[config.mk]
export PLATFORM = sky130hd
export DESIGN_NAME = pcx_rle_image_decoder
export DESIGN_NICKNAME = d
export VERILOG_FILES = /design/src/design/pcx_pkg.sv /design/src/design/pcx_rle_image_decoder.sv
export SDC_FILE = /design/constraint.sdc
export NUM_CORES = 1
export LEC_CHECK = 0
export ABC_AREA = 1
export BUFFER_PORTS_ARGS = -buffer_cell sky130_fd_sc_hd__buf_4
export CAP_MARGIN = 30
export CORE_UTILIZATION = 30
export CTS_BUF_LIST = sky130_fd_sc_hd__clkbuf_4
export CTS_CLUSTER_SIZE = 10
export DETAILED_ROUTE_END_ITERATION = 10
export PLACE_DENSITY = 0.47
export SKIP_LAST_GASP = 1
export SLEW_MARGIN = 10
export SYNTH_ARGS = -nofsm -noshare
export SYNTH_HDL_FRONTEND = slang
export SYNTH_SLANG_ARGS = --single-unit
[constraint.sdc]
create_clock -name clk -period 8.84 [get_ports clk]
set_input_delay 1.768 -clock clk [delete_from_list [all_inputs] [get_ports clk]]
set_output_delay 1.768 -clock clk [all_outputs]
set_load 0.05 [all_outputs]
[src/design/pcx_pkg.sv]
// package for the pcx run-length image decoder
// holds phase and sequencer state types and fixed stream constants; no dependencies

package pcx_pkg;

    // fixed pcx header size and coordinate byte window
    localparam int unsigned HDR_BYTES = 128;
    localparam logic [6:0] HDR_LAST = 7'(HDR_BYTES - 1);
    localparam logic [6:0] HDR_COORD_FIRST = 7'd4;
    localparam logic [6:0] HDR_COORD_LAST = 7'd11;

    // run marker: top two bits set, count in the low six
    localparam logic [1:0] RUN_TAG = 2'b11;

    // result kinds
    localparam logic KIND_SCREEN = 1'b0;
    localparam logic KIND_PALETTE = 1'b1;

    // palette triple position
    localparam logic [1:0] COLOR_BLUE = 2'd2;

    // stream phase
    typedef enum logic [4:0] {
        PH_HEADER  = 5'b00001,
        PH_PIXELS  = 5'b00010,
        PH_MARKER  = 5'b00100,
        PH_PALETTE = 5'b01000,
        PH_DONE    = 5'b10000
    } phase_t;

    // per-byte sequencer
    typedef enum logic [2:0] {
        ST_IDLE = 3'b001,
        ST_EXEC = 3'b010,
        ST_PUT  = 3'b100
    } seq_t;

endpackage

[src/design/pcx_rle_image_decoder.sv]
// pcx run-length image decoder, 8 bits per pixel, one file byte per request
// depends on pcx_pkg for phase/sequencer types and stream constants
//
// channel   | handshake             | payload
// ----------+-----------------------+------------------------------------
// input     | in_valid / in_ready   | data_byte, first_byte
// output    | out_valid / out_ready | kind, index, value, last
// config    | cfg_write_en          | cfg_write_data (decode enable)
//
// a header, run tag, marker or palette byte is accepted, then executed
// a literal or run value byte also places its pixels, one at a time, and closes
// the pixel loop on the single column step unit: one pixel for a literal, up to
// 63 for a run (32 screen words)
// reset clears the sequencer, phase and counters; no clearing pass
// a full output register that is not taken holds the pixel loop and
// palette writes; the input side is ready only between bytes

module pcx_rle_image_decoder #(
    parameter int unsigned MAX_WIDTH       = 240,
    parameter int unsigned MAX_HEIGHT      = 160,
    parameter int unsigned PALETTE_ENTRIES = 256
) (
    input  logic        clk,
    input  logic        rst_n,
    input  logic        in_valid,
    output logic        in_ready,
    input  logic [7:0]  data_byte,
    input  logic        first_byte,
    output logic        out_valid,
    input  logic        out_ready,
    output logic        kind,
    output logic [14:0] index,
    output logic [15:0] value,
    output logic        last,
    input  logic        cfg_write_en,
    input  logic        cfg_write_data
);
    import pcx_pkg::*;

    localparam int unsigned CW = $clog2(MAX_WIDTH + 1);
    localparam int unsigned RW = $clog2(MAX_HEIGHT + 1);
    localparam int unsigned PW = $clog2(PALETTE_ENTRIES + 1);
    localparam logic signed [17:0] MAX_W_S = 18'(MAX_WIDTH);
    localparam logic signed [17:0] MAX_H_S = 18'(MAX_HEIGHT);
    localparam logic [PW-1:0] PAL_LAST = PW'(PALETTE_ENTRIES - 1);

    // state registers
    seq_t          state_reg, state_next;
    phase_t        phase_reg, phase_next;
    logic          enable_reg;
    logic [7:0]    byte_reg, byte_next;
    logic          first_reg, first_next;
    logic [6:0]    hcount_reg, hcount_next;
    logic [15:0]   coords_reg [4];
    logic [15:0]   coords_next [4];
    logic [CW-1:0] width_reg, width_next;
    logic [RW-1:0] height_reg, height_next;
    logic          run_pend_reg, run_pend_next;
    logic [5:0]    run_len_reg, run_len_next;
    logic [5:0]    pix_cnt_reg, pix_cnt_next;
    logic [CW-1:0] column_reg, column_next;
    logic [RW-1:0] row_reg, row_next;
    logic [7:0]    low_pix_reg, low_pix_next;
    logic [14:0]   word_idx_reg, word_idx_next;
    logic [1:0]    color_part_reg, color_part_next;
    logic [7:0]    red_reg, red_next;
    logic [7:0]    green_reg, green_next;
    logic [PW-1:0] pal_idx_reg, pal_idx_next;

    // output register
    logic          out_valid_reg, out_valid_next;
    logic          kind_reg, kind_next;
    logic [14:0]   index_reg, index_next;
    logic [15:0]   value_reg, value_next;
    logic          last_reg, last_next;

    logic          out_free;
    logic          emit;
    logic [1:0]    coord_sel;
    logic signed [17:0] x1_s, y1_s, x2_s, y2_s;
    logic signed [17:0] w_raw, w_inc, w_rnd, h_raw;
    logic [CW:0]   col_inc;

    assign in_ready  = (state_reg == ST_IDLE);
    assign out_valid = out_valid_reg;
    assign kind      = kind_reg;
    assign index     = index_reg;
    assign value     = value_reg;
    assign last      = last_reg;
    assign out_free  = !out_valid_reg || out_ready;

    // header geometry: sign-extended extents, width rounded up to even
    assign x1_s  = 18'(signed'(coords_reg[0]));
    assign y1_s  = 18'(signed'(coords_reg[1]));
    assign x2_s  = 18'(signed'(coords_reg[2]));
    assign y2_s  = 18'(signed'(coords_reg[3]));
    assign w_raw = x2_s - x1_s + 18'sd1;
    assign h_raw = y2_s - y1_s + 18'sd1;
    assign w_inc = w_raw + 18'sd1;
    assign w_rnd = (w_raw > 18'sd0) ? {w_inc[17:1], 1'b0} : w_raw;

    assign coord_sel = 2'((hcount_reg - HDR_COORD_FIRST) >> 1);
    assign col_inc   = {1'b0, column_reg} + 1'b1;

    // sequencer and per-phase work
    always_comb
    begin
        state_next      = state_reg;
        phase_next      = phase_reg;
        byte_next       = byte_reg;
        first_next      = first_reg;
        hcount_next     = hcount_reg;
        coords_next     = coords_reg;
        width_next      = width_reg;
        height_next     = height_reg;
        run_pend_next   = run_pend_reg;
        run_len_next    = run_len_reg;
        pix_cnt_next    = pix_cnt_reg;
        column_next     = column_reg;
        row_next        = row_reg;
        low_pix_next    = low_pix_reg;
        word_idx_next   = word_idx_reg;
        color_part_next = color_part_reg;
        red_next        = red_reg;
        green_next      = green_reg;
        pal_idx_next    = pal_idx_reg;
        emit            = 1'b0;
        kind_next       = kind_reg;
        index_next      = index_reg;
        value_next      = value_reg;
        last_next       = last_reg;

        case (state_reg)
            ST_IDLE:
            begin
                // latch the request; ignored entirely while disabled
                if (in_valid && enable_reg)
                begin
                    byte_next  = data_byte;
                    first_next = first_byte;
                    state_next = ST_EXEC;
                end
            end

            ST_EXEC:
            begin
                state_next = ST_IDLE;
                if (first_reg)
                begin
                    // restart; this byte is header byte zero
                    phase_next      = PH_HEADER;
                    hcount_next     = 7'd1;
                    coords_next     = '{default: 16'd0};
                    width_next      = '0;
                    height_next     = '0;
                    run_pend_next   = 1'b0;
                    run_len_next    = '0;
                    column_next     = '0;
                    row_next        = '0;
                    low_pix_next    = '0;
                    word_idx_next   = '0;
                    color_part_next = '0;
                    red_next        = '0;
                    green_next      = '0;
                    pal_idx_next    = '0;
                end
                else
                begin
                    case (phase_reg)
                        PH_HEADER:
                        begin
                            // capture little-endian coordinates
                            if (hcount_reg >= HDR_COORD_FIRST &&
                                hcount_reg <= HDR_COORD_LAST)
                            begin
                                if (hcount_reg[0])
                                    coords_next[coord_sel][15:8] = byte_reg;
                                else
                                    coords_next[coord_sel][7:0] = byte_reg;
                            end
                            hcount_next = hcount_reg + 7'd1;
                            if (hcount_reg == HDR_LAST)
                            begin
                                if (w_rnd > MAX_W_S || h_raw > MAX_H_S)
                                    phase_next = PH_DONE;
                                else
                                begin
                                    width_next  = (w_rnd > 18'sd0) ? CW'(w_rnd) : '0;
                                    height_next = (h_raw > 18'sd0) ? RW'(h_raw) : '0;
                                    if (w_rnd <= 18'sd0 || h_raw <= 18'sd0)
                                        phase_next = PH_MARKER;
                                    else
                                        phase_next = PH_PIXELS;
                                end
                            end
                        end

                        PH_PIXELS:
                        begin
                            if (run_pend_reg)
                            begin
                                run_pend_next = 1'b0;
                                pix_cnt_next  = run_len_reg;
                                state_next    = ST_PUT;
                            end
                            else if (byte_reg[7:6] == RUN_TAG)
                            begin
                                run_pend_next = 1'b1;
                                run_len_next  = byte_reg[5:0];
                            end
                            else
                            begin
                                pix_cnt_next = 6'd1;
                                state_next   = ST_PUT;
                            end
                        end

                        PH_MARKER:
                        begin
                            phase_next = PH_PALETTE;
                        end

                        PH_PALETTE:
                        begin
                            if (color_part_reg == 2'd0)
                            begin
                                red_next        = byte_reg;
                                color_part_next = 2'd1;
                            end
                            else if (color_part_reg == 2'd1)
                            begin
                                green_next      = byte_reg;
                                color_part_next = COLOR_BLUE;
                            end
                            else if (out_free)
                            begin
                                // bgr555 entry
                                emit            = 1'b1;
                                kind_next       = KIND_PALETTE;
                                index_next      = 15'(pal_idx_reg);
                                value_next      = {1'b0, byte_reg[7:3], green_reg[7:3],
                                                   red_reg[7:3]};
                                last_next       = 1'b1;
                                color_part_next = '0;
                                pal_idx_next    = pal_idx_reg + 1'b1;
                                if (pal_idx_reg == PAL_LAST)
                                    phase_next = PH_DONE;
                            end
                            else
                                state_next = ST_EXEC;
                        end

                        default:
                        begin
                        end
                    endcase
                end
            end

            ST_PUT:
            begin
                if (pix_cnt_reg == 6'd0 || column_reg >= width_reg)
                begin
                    // loop done; close the row when it is full
                    state_next = ST_IDLE;
                    if (column_reg >= width_reg)
                    begin
                        column_next = '0;
                        row_next    = row_reg + 1'b1;
                        if (({1'b0, row_reg} + 1'b1) >= {1'b0, height_reg})
                            phase_next = PH_MARKER;
                    end
                end
                else if (!column_reg[0])
                begin
                    // even column: hold the low pixel
                    low_pix_next = byte_reg;
                    column_next  = col_inc[CW-1:0];
                    pix_cnt_next = pix_cnt_reg - 6'd1;
                end
                else if (out_free)
                begin
                    // odd column: emit the pair
                    emit          = 1'b1;
                    kind_next     = KIND_SCREEN;
                    index_next    = word_idx_reg;
                    value_next    = {byte_reg, low_pix_reg};
                    last_next     = (pix_cnt_reg <= 6'd2) ||
                                    (col_inc >= {1'b0, width_reg});
                    word_idx_next = word_idx_reg + 15'd1;
                    column_next   = col_inc[CW-1:0];
                    pix_cnt_next  = pix_cnt_reg - 6'd1;
                end
            end

            default:
            begin
                state_next = ST_IDLE;
            end
        endcase
    end

    // output register occupancy
    always_comb
    begin
        if (emit)
            out_valid_next = 1'b1;
        else if (out_ready)
            out_valid_next = 1'b0;
        else
            out_valid_next = out_valid_reg;
    end

    // control state
    always_ff @(posedge clk or negedge rst_n)
    begin
        if (!rst_n)
        begin
            state_reg      <= ST_IDLE;
            phase_reg      <= PH_HEADER;
            enable_reg     <= 1'b0;
            hcount_reg     <= '0;
            coords_reg     <= '{default: 16'd0};
            width_reg      <= '0;
            height_reg     <= '0;
            run_pend_reg   <= 1'b0;
            run_len_reg    <= '0;
            pix_cnt_reg    <= '0;
            column_reg     <= '0;
            row_reg        <= '0;
            word_idx_reg   <= '0;
            color_part_reg <= '0;
            pal_idx_reg    <= '0;
            out_valid_reg  <= 1'b0;
        end
        else
        begin
            state_reg      <= state_next;
            phase_reg      <= phase_next;
            if (cfg_write_en)
                enable_reg <= cfg_write_data;
            hcount_reg     <= hcount_next;
            coords_reg     <= coords_next;
            width_reg      <= width_next;
            height_reg     <= height_next;
            run_pend_reg   <= run_pend_next;
            run_len_reg    <= run_len_next;
            pix_cnt_reg    <= pix_cnt_next;
            column_reg     <= column_next;
            row_reg        <= row_next;
            word_idx_reg   <= word_idx_next;
            color_part_reg <= color_part_next;
            pal_idx_reg    <= pal_idx_next;
            out_valid_reg  <= out_valid_next;
        end
    end

    // payload registers
    always_ff @(posedge clk)
    begin
        byte_reg    <= byte_next;
        first_reg   <= first_next;
        low_pix_reg <= low_pix_next;
        red_reg     <= red_next;
        green_reg   <= green_next;
        kind_reg    <= kind_next;
        index_reg   <= index_next;
        value_reg   <= value_next;
        last_reg    <= last_next;
    end

    // a new result never overwrites one still waiting
    assert property (@(posedge clk) disable iff (!rst_n)
        emit |-> (!out_valid_reg || out_ready))
        else $error("result overwritten before taken");

    // results appear only out of the execute or pixel loop states
    assert property (@(posedge clk) disable iff (!rst_n)
        $rose(out_valid_reg) |-> $past(state_reg == ST_EXEC || state_reg == ST_PUT))
        else $error("result from idle sequencer");

    // column position never passes the row width
    assert property (@(posedge clk) disable iff (!rst_n)
        column_reg <= width_reg)
        else $error("column beyond row width");

    // rows in progress stay inside the image
    assert property (@(posedge clk) disable iff (!rst_n)
        (phase_reg == PH_PIXELS) |-> (row_reg < height_reg))
        else $error("pixel row beyond image height");

endmodule
Word-level counts from Yosys, hierarchy flattened
Index checks and enable logic that the tools add are counted.
- logic and storage cells: 275
- input port bits: 15
- bits in latches: 0
- memory bits (writable): 0
- bits in registers: 218
- memories kept: 0
- output and inout bits: 35
- bits in read-only memories: 0
- bitwise logic cells: 1
- $lt $le $gt $ge: 15
- shifts and indexed selects: 0
- reductions and logical operators: 42
- equal/unequal tests: 40
- add/sub/neg operators: 13
- multiply operators: 0
- muxes and demuxes: 135
- div/mod/pow operators: 0
- operator list (kind ; number):
    two-way mux 64 bit ; 4
    two-way mux 8 bit ; 25
    two-way mux 15 bit ; 12
    two-way mux 16 bit ; 9
    bitwise mux 64 bit ; 2
    two-way mux 6 bit ; 11
    demux 16 bit (select 2 bit) ; 2
    one-hot mux 15 bit (2 select lines) ; 2
    > comparator 18 x 1 -> 1 bit, second input constant ; 3
    two-way mux 5 bit ; 10
    one-hot mux 8 bit (2 select lines) ; 3
    two-way mux 9 bit ; 5
    adder 17 x 2 -> 18 bit, second input constant ; 2
    > comparator 18 x 9 -> 1 bit, second input constant ; 2
    <= comparator 18 x 1 -> 1 bit, second input constant ; 2
    inequality test 2 bit, second input constant ; 17
    subtractor 16 x 16 -> 17 bit ; 2
    one-hot mux 16 bit (2 select lines) ; 1
    two-way mux 1 bit ; 24
    inequality test 4 bit, second input constant ; 6
    AND reduction 4 bit ; 6
    nonzero test 2 bit ; 11
    adder 18 x 2 -> 18 bit, second input constant ; 1
    adder 8 x 1 -> 9 bit, second input constant ; 2
    50 further kinds ; 82

Depth between registers and ports, before layout
Gate-level depths: netlist (run 1).
- word-level depth: 12
- mapped depth: 32
- mapped depth without buffers: 31

Worst setup path before layout (run 1)
OpenSTA, ideal clock, no wires.
- kind: register to register
- start: register coords_reg[49] (netlist bit)
- end: register width_reg[0]
- arrival time: 3436 ps
- data required time: 8723 ps
- path slack: 5287 ps
- stages on the path, launching flop included: 27
- clock period less this slack: 3553 ps
- path buffers: 2
- setup time: 117 ps
- path through: dfrtp_1 > ha_1 > inv_1 > ha_1 > fa_1 > xnor2_1 > inv_2 > nor2_1 > nand2_1 > nor2_1 > nand3_1 > nor2_2 > nand3_4 > nand2_4 > buf_6 > nand2_1 > a21oi_1 > nand2_1 > nor2_1 > nand2_1 > nand2_2 > nand2_2 > nand2_4 > nand2_4 > buf_6 > nand2_1 > nand2_1
- longest elaborated chain between the ends: 10
- elaborated cells on any way between the ends: 15
- those cells by class: add/sub (3); order compare (3); eq/ne (1); mux (6); reduce/logical (2)
- RTL lines (item ; RTL line ; source):
    start: declaration ; pcx_rle_image_decoder.sv:54 ; logic [15:0] coords_reg [4];
    start signal: assignment ; pcx_rle_image_decoder.sv:343 ; coords_reg <= coords_next;
    subtractor 16 x 16 -> 17 bit * ; pcx_rle_image_decoder.sv:97 ; assign w_raw = x2_s - x1_s + 18'sd1;
    adder 17 x 2 -> 18 bit * ; pcx_rle_image_decoder.sv:97 ;
    adder 18 x 2 -> 18 bit or > comparator 18 x 1 -> 1 bit (tied branches) ; pcx_rle_image_decoder.sv:99, pcx_rle_image_decoder.sv:100 ;
    two-way mux 18 bit * ; pcx_rle_image_decoder.sv:100 ; assign w_rnd = (w_raw > 18'sd0) ? {w_inc[17:1], 1'b0} : w_raw;
    > comparator 18 x 1 -> 1 bit ; pcx_rle_image_decoder.sv:188 ; width_next = (w_rnd > 18'sd0) ? CW'(w_rnd) : '0;
    two-way mux 8 bit ; pcx_rle_image_decoder.sv:188 ;
    two-way mux 8 bit ; pcx_rle_image_decoder.sv:184 ; if (w_rnd > MAX_W_S || h_raw > MAX_H_S)
    two-way mux 8 bit ; pcx_rle_image_decoder.sv:182 ; if (hcount_reg == HDR_LAST)
    two-way mux 8 bit ; pcx_rle_image_decoder.sv:169 ; case (phase_reg)
    two-way mux 8 bit ; pcx_rle_image_decoder.sv:148 ; if (first_reg)
    end signal: assignment ; pcx_rle_image_decoder.sv:344 ; width_reg <= width_next;
    end: declaration ; pcx_rle_image_decoder.sv:56 ; logic [CW-1:0] width_reg, width_next;
Every way passes the cells marked *; elsewhere a longest branch is shown, timed or not. The select of a mux whose other input is x is not followed.
A chain may end at the register's enable or synchronous reset.

Final worst setup path (run 1)
- start: register coords_reg[49] (netlist bit)
- end: register width_reg[6]
Same word-level chain as after synthesis.

==> reports/qor.csv, run 1 <==
metric,value,unit
status,"complete, no violations",
setup bufs post-CTS,0,
Post-Syn Nets,1821,
fraction of layout cells with a size suffix above 1,0.106,
Hold Path End,height_reg[4],
Worst EP required,9.42,ns
"Arr. time, crit path",4.88,ns
CTS clock-pin slew for the worst setup and hold paths,0.06,ns
cell area after synthesis,13200,um^2
final setup fails,0,
post-synthesis cell type count,47,
Post-Synth Adder-Cell Area,0.0970,
max_cap viols,0,
final design utilization,0.349,
CP endpoint kind,register,
largest net degree at the start of global routing,93,
Fmax achieved,0.233,GHz
vias in the first global route,11232,
sw power,2.93,mW
Fillers,4666,
Seq cells post-synth,212,
die area,44800,um^2
Final nets,1914,
post-synth top area share,0.285,
final hold vios,0,
"Warnings, synthesis",0,
Pwr Density,371,nW/um^2
fin. max-slew vios,0,
reg2reg end,width_reg[6],
Flop pwr share,0.221,
crit path time final,4.29,ns
max reg flops,64,
synthesis-to-finish area growth,14.1,%
Initial Utilization,0.305,
Wirelength per Cell,15.3,um
post-CTS sizing,0,
Total Power,5.58,mW
DRC,0,
CTS tree,built,
"commonest non-fill, non-tap cell in the layout",nand2_1,
skew final,0.0387,ns
setup tns final,0,ns
HP Class,reg -> reg,
FF-to-FF path depth,24,
switching share of power,0.525,
drt total wl,37100,um
Final GP Congestion,0.828,
CP startpoint kind,register,
CTS sink count,212,
proportion of synthesized area in mux cells,0,
Worst Setup Path Type,reg -> reg,
reg2reg setup slack,4.55,ns
Critical-path top delay cell,xor2_2,
clk root buf,clkbuf_4,
first-pass detailed-route iteration total,5,
global-route wire length before repair,59600,um
largest delay contributor family on the critical path,simple AND/OR/NAND/NOR gates,
Die Y,212,um
Crit Reg-Reg Startpoint,coords_reg[49],
crit-path max FO,18,
sequential-to-total area share from yosys stat,0.425,
grt ovf,0,
hold path startpoint,height_reg[4],
clock buffer count from CTS,57,
Post-Synth Simple-Gate Area,0.264,
post-synthesis compound-gate area fraction,0.106,
Top Ports,50,
post-synth top area cell,dfrtp_1,
combinational group share of total power,0.617,
largest family of logic cells by synthesized area,simple AND/OR/NAND/NOR gates,
GRT Total Usage,0.168,
Post-synth EDFFs,60,
worst path bufs/invs,2,
Vias/cell,4.76,
CTS Hold Bufs,0,
post-synthesis area per instance,7.73,um^2
asr flop ratio synth,0.717,
ys flop type,dfrtp_1,
H-Tree Depth,2,
Post-Synth XOR/XNOR Area,0.0245,
initial antenna violation count,1,
worst hold path depth,2,
Port Buf Inserts,49,
Vias,11572,
HPWL after DPL,27200,um
Core ar.,43200,um^2
Post-Syn Instances,1705,
Slew HR,0.398,
top post-synthesis cells by area,"dfrtp_1 28%, edfxtp_1 14%, nand2_1 11%, ha_1 9.4%, inv_1 7.1%",
"commonest cells after routing, fill and taps aside","383 x nand2_1, 250 x inv_1, 176 x nor2_1, 150 x dfrtp_1, 148 x o21ai_0",
most frequent CP cell,nand2_1,
die width,212,um
Max VDD drop,0.000196,V
Leakage,7.34,nW
CP cell instances,ha_1 -> inv_1 -> ha_1 -> fa_1 -> nand3_1 -> nand3_2 -> nand3_1 -> nand3_1 -> nand4_1 -> nand2_1 -> xor2_2 -> nand2_4 -> inv_2 -> nand2_1 -> a21oi_1 -> nand2_1 -> nor2_1 -> nand2_1 -> nand2_2 -> nand2_2 -> nand2_4 -> nand2_4 -> nand2_1 -> nand2_1,
Clk network pwr share,0.162,
period utilization,0.486,
worst slew pin tran,0.900,ns
Clock Tree Buf Depth,3,
# rows,76,
worst-skew pair later-pin latency,0.73,ns
Starting DRT DRC Count,829,
RSZ-0062 raised after global routing,no,
Routed Antenna Nets,0,
max incr delay on CP,0.49,ns
Pint,2.65,mW
==> power by group through the flow <==
stage                     Combinational (mW)  Sequential [mW]  Clock [mW]
after global placement                  3.43             1.25           0
after CTS                               3.44             1.23       0.935
after floorplan                         2.62             1.22           0
after global routing                    3.93             1.25       0.980
final                                   3.44             1.23       0.903
after detailed placement                3.43             1.25           0
==> metal layers <==
layer	wire length [um]	part of all wire	track usage
met1	18100	0.49	0.235
met2	16700	0.45	0.268
met3	1550	0.042	0.0264
met4	758	0.020	0.0457
met5	0	0	0
==> worst max path at each step <==
| stage | cells after the start | startpoint | to |
|---|---|---|---|
| final | 24 | coords_reg[49] | width_reg[6] |
| after floorplan | 26 | coords_reg[49] | width_reg[0] |
| after global routing | 27 | coords_reg[17] | width_reg[7] |
| after detailed placement | 24 | coords_reg[49] | width_reg[6] |
| after CTS | 24 | coords_reg[49] | width_reg[7] |
| after global placement | 26 | coords_reg[49] | width_reg[1] |
==> worst register-to-register path: cells and delay by family (launching register included) <==
family / cells / cell delay (ns)
AOI/OAI and AO/OA: 1 / 0.12
xor gates and xnor gates: 1 / 0.49
buffers and inverters: 2 / 0.21
DFF: 1 / 0.38
and+or+nand+nor: 17 / 2.02
adders and majority gates: 3 / 0.95
==> synthesized netlist by cell type (2+ instances only) <==
master	number
nor3b_1	3
inv_1	250
nor3_1	36
a21oi_2	2
o211ai_1	3
buf_6	2
fa_1	2
nand2_2	9
xnor2_1	9
o21bai_1	7
a21oi_1	65
nor2_1	177
ha_1	99
nand2_1	383
o21a_1	3
dfrtp_1	150
or2_2	2
nor4_1	2
and2_1	2
o21ai_0	149
o21ai_1	2
clkbuf_1	26
edfxtp_1	60
o2111ai_1	2
inv_2	7
xor2_1	26
o31ai_1	4
nand3_1	143
nand4_1	36
o22ai_1	16
dfstp_2	2
nand3b_1	5
buf_1	2
nor2_2	4
nand2_4	3
==> cell type report <==
type	count	area, um^2	share of cell area
Clock buffer	92	691	0.0459
Timing Repair Buffer	66	519	0.0345
Sequential cell	212	5610	0.373
Antenna cell	1	2.50	0.000166
Tap cell	585	732	0.0486
Clock inverter	13	51.3	0.00341
Multi-Input combinational cell	1204	6480	0.431
Inverter	257	965	0.0641
==> logic make-up (layout without fill, tap and decap cells) <==
kind of cell    Yosys count  after routing
xor+xnor                 36             36
compound gates          259            259
flops                   212            212
fa+ha+maj               101            101
other cells               0              1
simple gates            808            808
buf+inv                 289            428
==> per-stage QoR <==
step                      hold WS (ns)  std cells  setup slack (ns)  cell area, um^2
after floorplan                  0.442       1705              5.29            13200
after global placement           0.462       2321              4.63            14300
after detailed placement         0.464       2322              4.56            14300
after CTS                        0.481       2427              4.55            15000
after global routing             0.514       2430              4.09            15000
final                            0.480       2430              4.55            15000
Note: power is estimated with default switching activity, not from simulation.
==> run 2, diff against run 1 <==
--- a/config.mk
+++ b/config.mk
@@ -5,7 +5,7 @@
 export SDC_FILE = /design/constraint.sdc
 export NUM_CORES = 1
 export LEC_CHECK = 0
-export ABC_AREA = 1
+export ABC_AREA = 0
 export BUFFER_PORTS_ARGS = -buffer_cell sky130_fd_sc_hd__buf_4
 export CAP_MARGIN = 30
 export CORE_UTILIZATION = 30
==> constraint.sdc (replaced) <==
create_clock -name clk -period 4.1 [get_ports clk]
set_input_delay 0.82 -clock clk [delete_from_list [all_inputs] [get_ports clk]]
set_output_delay 0.82 -clock clk [all_outputs]
set_load 0.05 [all_outputs]
==> reports/qor.csv, run 2 <==
metric,value,unit
status,"complete, no violations",
combinational group share of total power,0.600,
fin. max-slew vios,0,
worst-skew pair later-pin latency,0.80,ns
H-Tree Depth,2,
post-synth top area cell,dfrtp_1,
first-pass detailed-route iteration total,5,
fraction of layout cells with a size suffix above 1,0.184,
ys flop type,dfrtp_1,
clock buffer count from CTS,59,
Worst EP required,4.81,ns
HPWL after DPL,26500,um
post-synthesis cell type count,91,
"commonest cells after routing, fill and taps aside","218 x nand2_1, 150 x dfrtp_1, 110 x buf_4, 108 x o21ai_0, 91 x ha_1",
asr flop ratio synth,0.717,
Clock Tree Buf Depth,3,
grt ovf,0,
largest net degree at the start of global routing,67,
RSZ-0062 raised after global routing,yes,
crit path time final,4.06,ns
die area,45300,um^2
Port Buf Inserts,49,
DRC,0,
"Warnings, synthesis",0,
Leakage,6.70,nW
switching share of power,0.439,
drt total wl,37400,um
Core ar.,43500,um^2
post-synth top area share,0.282,
worst path bufs/invs,4,
skew final,0.0323,ns
Vias/cell,5.07,
Final GP Congestion,0.845,
global-route wire length before repair,59400,um
sw power,4.99,mW
CTS sink count,212,
period utilization,0.990,
Die Y,213,um
Layout Cells excl Fill,2189,
Vias,11109,
# rows,76,
Initial Utilization,0.307,
die width,213,um
CP cell instances,inv_1 -> ha_1 -> inv_1 -> ha_2 -> fa_2 -> and3_4 -> o21a_1 -> nor4_2 -> nand4_1 -> buf_4 -> nor4_1 -> a21oi_2 -> or2_1 -> o31a_1 -> nor3_4 -> clkbuf_16 -> mux2i_1,
Total Power,11.4,mW
Critical-path top delay cell,fa_2,
Top Ports,50,
most common cell in the netlist,nand2_1,
vias in the first global route,10931,
GRT Total Usage,0.168,
CP endpoint kind,register,
CTS tree,built,
Clk network pwr share,0.173,
sequential-to-total area share from yosys stat,0.421,
Post-Syn Nets,1550,
Starting DRT DRC Count,586,
max_cap viols,0,
Wirelength per Cell,17.1,um
CP startpoint kind,register,
dpl cells,2064,
Flop pwr share,0.227,
post-synthesis area per instance,9.30,um^2
final setup fails,0,
crit-path max FO,8,
Fmax achieved,0.246,GHz
most frequent CP cell,inv_1,
synth cell count leaders,"218 x nand2_1, 150 x dfrtp_1, 111 x o21ai_0, 99 x ha_1, 89 x nor2_1",
Pwr Density,718,nW/um^2
"commonest non-fill, non-tap cell in the layout",nand2_1,
Routed Antenna Nets,0,
final hold vios,0,
Post-synth EDFFs,60,
HP Class,in -> reg,
"Arr. time, crit path",4.77,ns
max reg flops,64,
CTS clock-pin slew for the worst setup and hold paths,0.07,ns
cell area after synthesis,13300,um^2
worst slew pin tran,0.804,ns
clk root buf,clkbuf_4,
top post-synthesis cells by area,"dfrtp_1 28%, edfxtp_1 14%, ha_1 9.3%, nand2_1 6.1%, o21ai_0 4.2%",
max incr delay on CP,0.37,ns
Max VDD drop,0.000508,V
Post-Syn Instances,1434,
Seq cells post-synth,212,
synthesis-to-finish area growth,18.9,%
largest delay contributor family on the critical path,simple AND/OR/NAND/NOR gates,
Slew HR,0.464,
Fillers,4507,
setup tns final,0,ns
Pint,6.39,mW
Final nets,1666,
Worst Setup Path Type,reg -> reg,
initial antenna violation count,3,
-- run 2: cell types whose count changed after synthesis, moves of 18 or more --
| cell | delta |
|---|---|
| a21o_1 | +33 |
| a22oi_1 | +64 |
| and3_1 | +33 |
| clkbuf_1 | +22 |
| inv_1 | -173 |
| mux2i_1 | +20 |
| nand2_1 | -165 |
| nand3_1 | -89 |
| nand4_1 | -23 |
| nor2_1 | -88 |
| o21ai_0 | -38 |
| xnor2_1 | +18 |
-- run 2: area by class of cell --
type | count | area, um^2 | area share
repair buffers | 119 | 975 | 0.0615
clock buffers | 86 | 646 | 0.0407
well taps | 585 | 732 | 0.0462
diodes | 3 | 7.51 | 0.000474
inverters | 77 | 289 | 0.0182
clock inverters | 26 | 118 | 0.00742
flip-flops and latches | 212 | 5610 | 0.354
multi-input cells | 1081 | 7470 | 0.472
-- run 2: routing by layer --
metal  vias up  share of wire  GRT usage
met5         -              0          0
met2       219           0.47      0.274
met4         0          0.028     0.0590
met1      5348           0.46      0.222
met3        74          0.041     0.0331
li1       5468              -          -
-- run 2: power by group through the flow --
stage / combinational [mW] / sequential, mW / clock, mW
after detailed placement: 6.09 / 2.62 / 0
final: 6.83 / 2.59 / 1.97
after global placement: 6.09 / 2.62 / 0
after CTS: 6.23 / 2.59 / 2.05
after floorplan: 4.32 / 2.56 / 0
after global routing: 7.55 / 2.61 / 2.16
-- run 2: kinds of logic (layout without fill, tap and decap cells) --
family | after synthesis | count (layout) | synth area share
xor gates and xnor gates | 64 | 64 | 0.0432
muxes | 24 | 24 | 0.0184
adders and majority gates | 101 | 101 | 0.0959
other | 0 | 3 | 0
AOI/OAI and AO/OA | 386 | 386 | 0.202
buffers and inverters | 141 | 308 | 0.0416
and+or+nand+nor | 506 | 506 | 0.178
DFF | 212 | 212 | 0.421
-- run 2: worst paths after layout --
check                               start  cells past startpoint  slack [ns]             end
setup / recovery           coords_reg[17]                     17        0.04   height_reg[4]
hold / removal               data_byte[6]                      1        0.21     byte_reg[6]
setup reg to reg           coords_reg[17]                     17        0.04   height_reg[4]
hold reg to reg              phase_reg[0]                      2        0.49    phase_reg[0]
max in group asynchronous           rst_n                      3        2.66   column_reg[1]
min in group asynchronous           rst_n                      2        0.59  coords_reg[12]
-- run 2: what timing repair did --
item                                   CTS  global route
pin swaps                                8            28
resized for setup                       10            44
buffers inserted                         0             9
cloned                                   0             1
setup endpoints to repair               18            19
endpoints found under the hold margin    1             0
hold buffers                             1             0
-- run 2: metrics by stage --
step | area (um^2) | util | worst slack (ns) | hold slack (ns)
final | 15800 | 0.365 | 0.0410 | 0.205
after global routing | 15800 | 0.365 | -0.213 | 0.133
after CTS | 15500 | 0.357 | -0.00679 | 0.126
after detailed placement | 14700 | 0.338 | -0.102 | 0.475
after global placement | 14700 | 0.338 | -0.0130 | 0.472
after floorplan | 13300 | - | 0.000361 | 0.456
